`config.mk`:
```
export PLATFORM = sky130hd
export DESIGN_NAME = error_variance_gain_scheduler_unit
export DESIGN_NICKNAME = d
export VERILOG_FILES = /design/src/hdl/evgs_pkg.sv /design/src/hdl/error_variance_gain_scheduler_unit.sv
export SDC_FILE = /design/constraint.sdc
export NUM_CORES = 2
export LEC_CHECK = 0
export ABC_CLOCK_PERIOD_IN_PS = 19700
export BUFFER_PORTS_ARGS = -buffer_cell sky130_fd_sc_hd__buf_2
export CORE_ASPECT_RATIO = 0.5
export CORE_UTILIZATION = 65
export CTS_CLUSTER_DIAMETER = 40
export CTS_CLUSTER_SIZE = 14
export DETAILED_ROUTE_END_ITERATION = 10
export GPL_TIMING_DRIVEN = 0
export HOLD_SLACK_MARGIN = 0.03
export PLACE_DENSITY_LB_ADDON = 0.1
export SYNTH_ARGS = -nofsm -noshare
export SYNTH_HDL_FRONTEND = slang
export SYNTH_SLANG_ARGS = --single-unit
```
`constraint.sdc`:
```
create_clock -name clk -period 19.7 [get_ports clk]
set_input_delay 3.94 -clock clk [delete_from_list [all_inputs] [get_ports clk]]
set_output_delay 3.94 -clock clk [all_outputs]
set_load 0.005 [all_outputs]
```
`src/hdl/evgs_pkg.sv`:
```
// constants, types and gain factor table for the error variance gain scheduler
// no dependencies; imported by error_variance_gain_scheduler_unit
package evgs_pkg;

	localparam int TEMP_W  = 13;
	localparam int ERR_W   = 14;
	localparam int GAIN_W  = 16;
	localparam int REG_W   = 16;
	localparam int PADDR_W = 4;
	localparam int PDATA_W = 32;

	// base gain times factor in tenths
	localparam int PROD_W = GAIN_W + 4;
	// floor(2^23 / 10), exact to within one for products below 2^20
	localparam int                RECIP_W     = 20;
	localparam logic [RECIP_W-1:0] RECIP_10   = 20'd838860;
	localparam int                RECIP_SHIFT = 23;
	localparam int                QUOT_W      = PROD_W - 3;

	typedef logic [1:0] gain_set_t;
	typedef logic [3:0] tenths_t;
	typedef logic [1:0] reg_idx_t;
	typedef logic [1:0] gain_sel_t;

	localparam gain_set_t SET_DEFAULT = 2'd0;
	localparam gain_set_t SET_DAMPED  = 2'd1;
	localparam gain_set_t SET_BOOSTED = 2'd2;

	localparam reg_idx_t REG_BASE_KP  = 2'd0;
	localparam reg_idx_t REG_BASE_KI  = 2'd1;
	localparam reg_idx_t REG_BASE_KD  = 2'd2;
	localparam reg_idx_t REG_INTERVAL = 2'd3;

	localparam gain_sel_t GAIN_P = 2'd0;
	localparam gain_sel_t GAIN_I = 2'd1;
	localparam gain_sel_t GAIN_D = 2'd2;

	localparam logic [REG_W-1:0] BASE_GAIN_RST = 16'd256;
	localparam logic [REG_W-1:0] INTERVAL_RST  = 16'd10;

	// valid history window is |e| < 50 C, small error is |e| < 2 C (1/16 C units)
	localparam logic signed [ERR_W-1:0] VALID_HI = 14'sd800;
	localparam logic signed [ERR_W-1:0] VALID_LO = -14'sd800;
	localparam logic signed [ERR_W-1:0] SMALL_HI = 14'sd32;
	localparam logic signed [ERR_W-1:0] SMALL_LO = -14'sd32;

	// variance thresholds in 1/256 C^2
	localparam int VAR_HIGH_256 = 1280;
	localparam int VAR_LOW_256  = 128;

	function automatic tenths_t gain_factor(gain_set_t set, gain_sel_t which);
		tenths_t f;
		f = 4'd10;
		if (set == SET_DAMPED) begin
			unique case (which)
				GAIN_P:  f = 4'd8;
				GAIN_I:  f = 4'd5;
				default: f = 4'd12;
			endcase
		end else if (set == SET_BOOSTED) begin
			unique case (which)
				GAIN_P:  f = 4'd12;
				default: f = 4'd8;
			endcase
		end
		return f;
	endfunction

endpackage

```
`src/hdl/error_variance_gain_scheduler_unit.sv`:
```
// Error variance gain scheduler: one result transaction per control tick transaction.
// A tick that does not adapt goes from acceptance straight to the gain scaling steps; a tick that
// adapts first passes the history write, the walk through the error history memory at one
// read per cycle plus a final step that accumulates the last read, and the variance products
// and, when any entry is in range, the compare ahead of the gain scaling steps. The next tick
// is taken in the cycle after the result is loaded into the output register; a result not
// taken stalls the next tick only at its output load, and the input is held off until then.
// The history memory resets to all zero through per-entry valid bits, so no clearing pass.
// Depends on evgs_pkg.
module error_variance_gain_scheduler_unit
	import evgs_pkg::*;
#(
	parameter int HISTORY_DEPTH = 10
) (
	input  logic                clk,
	input  logic                arst_n,
	// slave stream
	input  logic                s_tvalid,
	output logic                s_tready,
	input  logic [31:0]         s_tdata,   // setpoint_temp[12:0], measured_temp[25:13], zero pad
	// master stream
	output logic                m_tvalid,
	input  logic                m_tready,
	output logic [47:0]         m_tdata,   // kp_out[15:0], ki_out[31:16], kd_out[47:32]
	output logic [2:0]          m_tuser,   // adapted[0], gain_set[2:1]
	// configuration
	input  logic                psel,
	input  logic                penable,
	input  logic                pwrite,
	input  logic [PADDR_W-1:0]  paddr,
	input  logic [PDATA_W-1:0]  pwdata,
	output logic [PDATA_W-1:0]  prdata,
	output logic                pready
);

	localparam int N_W   = $clog2(HISTORY_DEPTH + 1);
	localparam int IDX_W = $clog2(HISTORY_DEPTH);
	localparam int SUM_W = N_W + 11;
	localparam int SQ_W  = N_W + 20;
	localparam int P1_W  = N_W + SQ_W;
	localparam int P2_W  = 2 * SUM_W;
	localparam int SP_W  = P2_W + 1;
	localparam int N2_W  = 2 * N_W;
	localparam int THR_W = N2_W + 11;
	localparam int MUL_W = PROD_W + RECIP_W;

	localparam logic [N_W-1:0]   DEPTH_N  = N_W'(HISTORY_DEPTH);
	localparam logic [IDX_W-1:0] LAST_POS = IDX_W'(HISTORY_DEPTH - 1);

	localparam logic [3:0] ST_IDLE  = 4'd0;
	localparam logic [3:0] ST_WRITE = 4'd1;
	localparam logic [3:0] ST_READ  = 4'd2;
	localparam logic [3:0] ST_MUL   = 4'd3;
	localparam logic [3:0] ST_CMP1  = 4'd4;
	localparam logic [3:0] ST_CMP2  = 4'd5;
	localparam logic [3:0] ST_GAIN  = 4'd6;
	localparam logic [3:0] ST_DIV   = 4'd7;
	localparam logic [3:0] ST_FIX   = 4'd8;

	// configuration registers
	logic [REG_W-1:0] base_kp_q, base_ki_q, base_kd_q, interval_q;
	logic             cfg_we;

	// control state
	logic [3:0]               state_q;
	logic [REG_W-1:0]         ticks_q;
	logic [IDX_W-1:0]         pos_q;
	gain_set_t                set_q;
	logic [HISTORY_DEPTH-1:0] ent_valid_q;
	logic [N_W-1:0]           idx_q;
	logic                     pend_s1;

	// history memory
	logic signed [ERR_W-1:0] mem [HISTORY_DEPTH];
	logic signed [ERR_W-1:0] rd_data_s1;
	logic                    rd_valid_s1;
	logic                    mem_we, mem_re;

	// payload
	logic signed [ERR_W-1:0]  err_q;
	logic                     adapt_q;
	logic [N_W-1:0]           n_q;
	logic signed [SUM_W-1:0]  sum_q;
	logic [SQ_W-1:0]          sumsq_q;
	logic [P1_W-1:0]          p1_q;
	logic [P2_W-1:0]          p2_q;
	logic [N2_W-1:0]          n2_q;
	logic signed [SP_W-1:0]   spread_q;
	logic [THR_W-1:0]         hi_q, lo_q;
	logic [PROD_W-1:0]        x_q [3];
	logic [QUOT_W-1:0]        q0_q [3];

	logic signed [TEMP_W-1:0]  sp_temp, meas_temp;
	logic signed [ERR_W-1:0]   err_in;
	logic [REG_W-1:0]          tick_next;
	logic                      s_fire, out_free;
	logic signed [ERR_W-1:0]   e_s1;
	logic                      e_in_range;
	logic signed [2*ERR_W-1:0] e_sq;
	logic                      var_high, var_low, err_small;
	logic [GAIN_W-1:0]         base [3];
	logic [GAIN_W-1:0]         gain_res [3];

	// configuration port
	assign pready = 1'b1;
	assign cfg_we = psel & penable & pwrite & pready;

	always_ff @(posedge clk or negedge arst_n) begin
		if (!arst_n) begin
			base_kp_q  <= BASE_GAIN_RST;
			base_ki_q  <= BASE_GAIN_RST;
			base_kd_q  <= BASE_GAIN_RST;
			interval_q <= INTERVAL_RST;
		end else if (cfg_we) begin
			unique case (reg_idx_t'(paddr[3:2]))
				REG_BASE_KP:  base_kp_q  <= pwdata[REG_W-1:0];
				REG_BASE_KI:  base_ki_q  <= pwdata[REG_W-1:0];
				REG_BASE_KD:  base_kd_q  <= pwdata[REG_W-1:0];
				REG_INTERVAL: interval_q <= pwdata[REG_W-1:0];
			endcase
		end
	end

	always_comb begin
		unique case (reg_idx_t'(paddr[3:2]))
			REG_BASE_KP:  prdata = PDATA_W'(base_kp_q);
			REG_BASE_KI:  prdata = PDATA_W'(base_ki_q);
			REG_BASE_KD:  prdata = PDATA_W'(base_kd_q);
			REG_INTERVAL: prdata = PDATA_W'(interval_q);
		endcase
	end

	// input side
	assign sp_temp   = s_tdata[TEMP_W-1:0];
	assign meas_temp = s_tdata[2*TEMP_W-1:TEMP_W];
	assign err_in    = ERR_W'(sp_temp) - ERR_W'(meas_temp);
	assign tick_next = ticks_q + REG_W'(1);
	assign s_tready  = (state_q == ST_IDLE);
	assign s_fire    = s_tvalid & s_tready;
	assign out_free  = !m_tvalid || m_tready;

	assign mem_we = (state_q == ST_WRITE);
	assign mem_re = (state_q == ST_READ) && (idx_q < DEPTH_N);

	// sequencer
	always_ff @(posedge clk or negedge arst_n) begin
		if (!arst_n) begin
			state_q     <= ST_IDLE;
			ticks_q     <= '0;
			pos_q       <= '0;
			set_q       <= SET_DEFAULT;
			ent_valid_q <= '0;
			idx_q       <= '0;
			pend_s1     <= 1'b0;
		end else begin
			pend_s1 <= mem_re;
			unique case (state_q)
				ST_IDLE: begin
					if (s_fire) begin
						if (tick_next >= interval_q) begin
							ticks_q <= '0;
							state_q <= ST_WRITE;
						end else begin
							ticks_q <= tick_next;
							state_q <= ST_GAIN;
						end
					end
				end
				ST_WRITE: begin
					ent_valid_q[pos_q] <= 1'b1;
					pos_q   <= (pos_q == LAST_POS) ? '0 : pos_q + IDX_W'(1);
					idx_q   <= '0;
					state_q <= ST_READ;
				end
				ST_READ: begin
					if (idx_q < DEPTH_N) begin
						idx_q <= idx_q + N_W'(1);
					end else begin
						state_q <= ST_MUL;
					end
				end
				ST_MUL: begin
					state_q <= (n_q == '0) ? ST_GAIN : ST_CMP1;
				end
				ST_CMP1: begin
					state_q <= ST_CMP2;
				end
				ST_CMP2: begin
					priority if (var_high) begin
						set_q <= SET_DAMPED;
					end else if (var_low && err_small) begin
						set_q <= SET_BOOSTED;
					end else begin
						set_q <= SET_DEFAULT;
					end
					state_q <= ST_GAIN;
				end
				ST_GAIN: begin
					state_q <= ST_DIV;
				end
				ST_DIV: begin
					state_q <= ST_FIX;
				end
				ST_FIX: begin
					if (out_free) begin
						state_q <= ST_IDLE;
					end
				end
				default: begin
					state_q <= ST_IDLE;
				end
			endcase
		end
	end

	// history memory, one write or one read per cycle, write always precedes the walk
	always_ff @(posedge clk) begin
		if (mem_we) begin
			mem[pos_q] <= err_q;
		end
		if (mem_re) begin
			rd_data_s1 <= mem[idx_q[IDX_W-1:0]];
		end
	end

	always_ff @(posedge clk or negedge arst_n) begin
		if (!arst_n) begin
			rd_valid_s1 <= 1'b0;
		end else if (mem_re) begin
			rd_valid_s1 <= ent_valid_q[idx_q[IDX_W-1:0]];
		end
	end

	// accumulate over the walk
	assign e_s1       = rd_valid_s1 ? rd_data_s1 : '0;
	assign e_in_range = (e_s1 > VALID_LO) && (e_s1 < VALID_HI);
	assign e_sq       = (2*ERR_W)'(e_s1) * (2*ERR_W)'(e_s1);

	assign var_high  = spread_q > $signed(SP_W'(hi_q));
	assign var_low   = spread_q < $signed(SP_W'(lo_q));
	assign err_small = (err_q > SMALL_LO) && (err_q < SMALL_HI);

	assign base[0] = base_kp_q;
	assign base[1] = base_ki_q;
	assign base[2] = base_kd_q;

	always_ff @(posedge clk) begin
		if (s_fire) begin
			err_q   <= err_in;
			adapt_q <= (tick_next >= interval_q);
		end
		if (state_q == ST_WRITE) begin
			n_q     <= '0;
			sum_q   <= '0;
			sumsq_q <= '0;
		end else if (pend_s1 && e_in_range) begin
			n_q     <= n_q + N_W'(1);
			sum_q   <= sum_q + SUM_W'(e_s1);
			sumsq_q <= sumsq_q + SQ_W'(e_sq[19:0]);
		end
		if (state_q == ST_MUL) begin
			p1_q <= P1_W'(n_q) * P1_W'(sumsq_q);
			p2_q <= P2_W'(sum_q) * P2_W'(sum_q);
			n2_q <= N2_W'(n_q) * N2_W'(n_q);
		end
		if (state_q == ST_CMP1) begin
			spread_q <= $signed(SP_W'(p1_q)) - $signed(SP_W'(p2_q));
			hi_q     <= THR_W'(n2_q) * THR_W'(VAR_HIGH_256);
			lo_q     <= THR_W'(n2_q) * THR_W'(VAR_LOW_256);
		end
		for (int i = 0; i < 3; i++) begin
			if (state_q == ST_GAIN) begin
				x_q[i] <= PROD_W'(base[i]) * PROD_W'(gain_factor(set_q, gain_sel_t'(i)));
			end
			if (state_q == ST_DIV) begin
				q0_q[i] <= QUOT_W'((MUL_W'(x_q[i]) * MUL_W'(RECIP_10)) >> RECIP_SHIFT);
			end
		end
	end

	// divide by ten correction and saturation
	always_comb begin
		logic [PROD_W-1:0] rem;
		logic [QUOT_W-1:0] quot;
		for (int i = 0; i < 3; i++) begin
			rem  = x_q[i] - PROD_W'(q0_q[i]) * PROD_W'(10);
			quot = (rem >= PROD_W'(10)) ? q0_q[i] + QUOT_W'(1) : q0_q[i];
			gain_res[i] = (quot > QUOT_W'({GAIN_W{1'b1}})) ? {GAIN_W{1'b1}} : quot[GAIN_W-1:0];
		end
	end

	// output register
	always_ff @(posedge clk or negedge arst_n) begin
		if (!arst_n) begin
			m_tvalid <= 1'b0;
		end else if ((state_q == ST_FIX) && out_free) begin
			m_tvalid <= 1'b1;
		end else if (m_tready) begin
			m_tvalid <= 1'b0;
		end
	end

	always_ff @(posedge clk) begin
		if ((state_q == ST_FIX) && out_free) begin
			m_tdata <= {gain_res[2], gain_res[1], gain_res[0]};
			m_tuser <= {set_q, adapt_q};
		end
	end

`ifndef SYNTH
	a_pos_in_range: assert property (@(posedge clk) disable iff (!arst_n)
		pos_q <= LAST_POS)
		else $error("ring write position out of range");

	a_ticks_cleared: assert property (@(posedge clk) disable iff (!arst_n)
		(state_q == ST_WRITE) |-> (ticks_q == '0))
		else $error("tick count not cleared on adaptation");

	a_count_bound: assert property (@(posedge clk) disable iff (!arst_n)
		(state_q == ST_CMP1) |-> ((n_q != '0) && (n_q <= DEPTH_N)))
		else $error("valid entry count out of range at compare");

	a_result_held: assert property (@(posedge clk) disable iff (!arst_n)
		(state_q == ST_FIX) && !out_free |=> (state_q == ST_FIX))
		else $error("result dropped while output busy");
`endif

endmodule
```
==> run summary <==
Asr flop ratio synth = 18.14%
Hold Vio Cnt, Final = 0
Share of cells above drive strength 1 = 7.227%
Final TNS setup = 0 ps
Worst-path clk slew = 60 ps
Critical path data required time = 15760 ps
CTS Buf Count = 73
Yosys Warn Count = 0
Vias = 48.39k
Register area share after synthesis = 24.30%
DRC viols = 0
Tot GR Track Use = 30.06%
Worst EP arrival = 5760 ps
Worst slew pin tran = 1402 ps
Worst rel slew slack = 6.565%
RSZ-0062 raised after global routing = no
Vias in the first global route = 50.95k
# IOs = 161
Clock Root Buffer = clkbuf_16
Initial DRC Count = 2734
Max Freq = 0.1031 GHz
Critical setup path kind = primary input to output port
Clk sink count = 590
Mapped Avg Cell Area = 10.32 sq um
Busiest grt layer = met2
Clock Tree Buf Depth = 3
Hold Path Stages = 0
CP Max Fanout = 10
Post-synth EDFFs = 440
Fin nets = 8752
Post-CTS Setup Bufs = 0
Final Cycle Share = 49.23%
IO buf count = 117
Global-route track usage on met1 = 39.01%
Resized Gates After CTS = 0
First-pass GRT wire length = 258000 um
Die width = 462.6 um
Initial core utilization = 65.60%
Crit path time final = 9698 ps
Cells after Synth = 6682
Fillers = 7801
Die footprint = 107500 sq um
HPWL Detailed = 130700 um
Initial antenna violation count = 1
Met3 Use GR = 3.739%
CTS tree = yes
CP Capture Type = output port
Cells on worst reg2reg path = 29
Met2 Track Usage GR = 53.11%
Post-Route WL = 157600 um
First drt pass iteration count = 5
Final setup vio count = 0
Max-slew violations = 0
WL/cell = 18.78 um
Largest net degree at the start of global routing = 71
Core Region = 105100 sq um
Chip height = 232.3 um
Number of max-cap violations = 0
Worst Hold Class = flop to flop
Clock Latency Late Sink = 700 ps
RePlAce Congestion = 0.9350
Startpoint types = primary input
# H-tree levels = 3
Yosys reg bits = 590
Status = finished clean
Syn Std Cell Area = 68950 sq um
Clk_skew = 71.19 ps
Post-CTS Hold Fix Bufs = 0
Grt ovf = 0
Vias per std cell = 5.764
Layout area overhead = 7.780%
Site row count = 84
Top FF cell, synth = edfxtp_1
Remaining antenna violation count = 0
Synth cell types = 110
critical path, stage by stage:
cell and delay, ps:
clkbuf_1 480, clkbuf_1 570, mux4_2 620, buf_2 150
metrics by stage:
step	cell area (sq um)	cells	setup WS (ps)	hold WS (ps)	utilization, %
6_report	74310	8395	10000	425.2	70.70
5_1_grt	74310	8394	9846	425.4	70.70
3_3_place_gp	71370	8234	9949	408.0	67.90
2_1_floorplan	69010	6698	10380	400.3	-
4_1_cts	74300	8393	9968	425.0	70.70
3_5_place_dp	71780	8257	9961	410.7	68.30
kinds of logic after synthesis:
family,synth area share (%)
AO/OA/AOI/OAI,9.039
other,0.01089
buffers and inverters,8.105
flip-flops,24.30
multiplexers,3.192
XOR/XNOR,4.374
AND/OR/NAND/NOR,10.56
adder cells (fa/ha/maj),40.41
synth_stat cells, types with 25 or more instances:
cell type / n / area [sq um]
ha_1: 995 / 12450
or2_2: 26 / 162.7
or3_1: 32 / 200.2
nand4_1: 30 / 187.7
a21oi_1: 246 / 1231
nand3_1: 86 / 430.4
and2_1: 218 / 1364
xnor2_1: 227 / 1988
dfxtp_1: 43 / 860.8
inv_1: 1296 / 4865
clkbuf_1: 128 / 480.5
nor2b_1: 64 / 400.4
nand2_1: 423 / 1588
xor2_1: 108 / 945.9
and3_1: 78 / 488.0
nand2b_1: 52 / 325.3
dfrtp_1: 102 / 2552
a21o_1: 102 / 765.7
o21a_1: 48 / 360.4
nor2_1: 248 / 930.9
a211oi_1: 55 / 412.9
o21bai_1: 35 / 262.8
mux4_2: 46 / 1036
nor3_1: 100 / 500.5
mux2_2: 83 / 934.7
o21ai_0: 171 / 855.8
edfxtp_1: 440 / 13210
a31oi_1: 32 / 200.2
fa_1: 769 / 15390
nor4_1: 25 / 156.4
cell usage in the layout, fill, tap and decap left out, types with 21 or more instances in the layout:
cell type     n
inv_1      1296
ha_1        995
fa_1        769
edfxtp_1    440
nand2_1     423
a21oi_1     246
nor2_1      241
xnor2_1     227
and2_1      218
o21ai_0     171
clkbuf_1    143
buf_2       118
xor2_1      108
a21o_1      102
dfrtp_1     102
nor3_1       95
nand3_1      86
mux2_2       83
and3_1       78
clkbuf_16    73
nor2b_1      62
a211oi_1     55
nand2b_1     52
o21a_1       48
mux4_2       46
dfxtp_1      43
o21bai_1     35
or3_1        32
a31oi_1      32
nand4_1      30
or2_2        26
nor4_1       25
mux2i_1      23
buf_4        21
routing by layer:
metal / vias to the layer above / routed length (um)
met5: - / 0
met4: 0 / 4063
met3: 247 / 8370
met2: 1293 / 78020
met1: 24030 / 67180
li1: 22820 / -
layout make-up:
type | count | area [sq um] | area share, %
multi-input combinational | 4649 | 46730 | 62.88
sequential | 590 | 16760 | 22.55
inverter | 1298 | 4872 | 6.557
clock buffer | 92 | 1919 | 2.583
tap | 1419 | 1775 | 2.389
timing repair buffer | 140 | 928.4 | 1.249
buffer | 161 | 716.9 | 0.9648
clock inverter | 44 | 605.6 | 0.8149
antenna | 2 | 5.005 | 0.006735
registers in the layout (all words and copies together), names as in the netlist, 24 cells and up:
signal    flops
sumsq_q      24
spread_q     31
p1_q         28
m_tdata      48
x_q          58
p2_q         29
mem         140
q0_q         51
path summary, 6_finish.rpt:
kind | start | end | slack, ps
min in group asynchronous | arst_n | ticks_q[0] | 3230
worst min register to register | adapt_q | m_tuser[0] | 430
worst max register to register | rd_valid_s1 | sumsq_q[23] | 10610
worst min-delay path | adapt_q | m_tuser[0] | 430
worst max-delay path | paddr[3] | prdata[6] | 10000
max in group asynchronous | arst_n | base_kd_q[8] | 15690
Power is not shown: default switching activity piles up to over one toggle a cycle in this logic, so the estimate is an artifact.
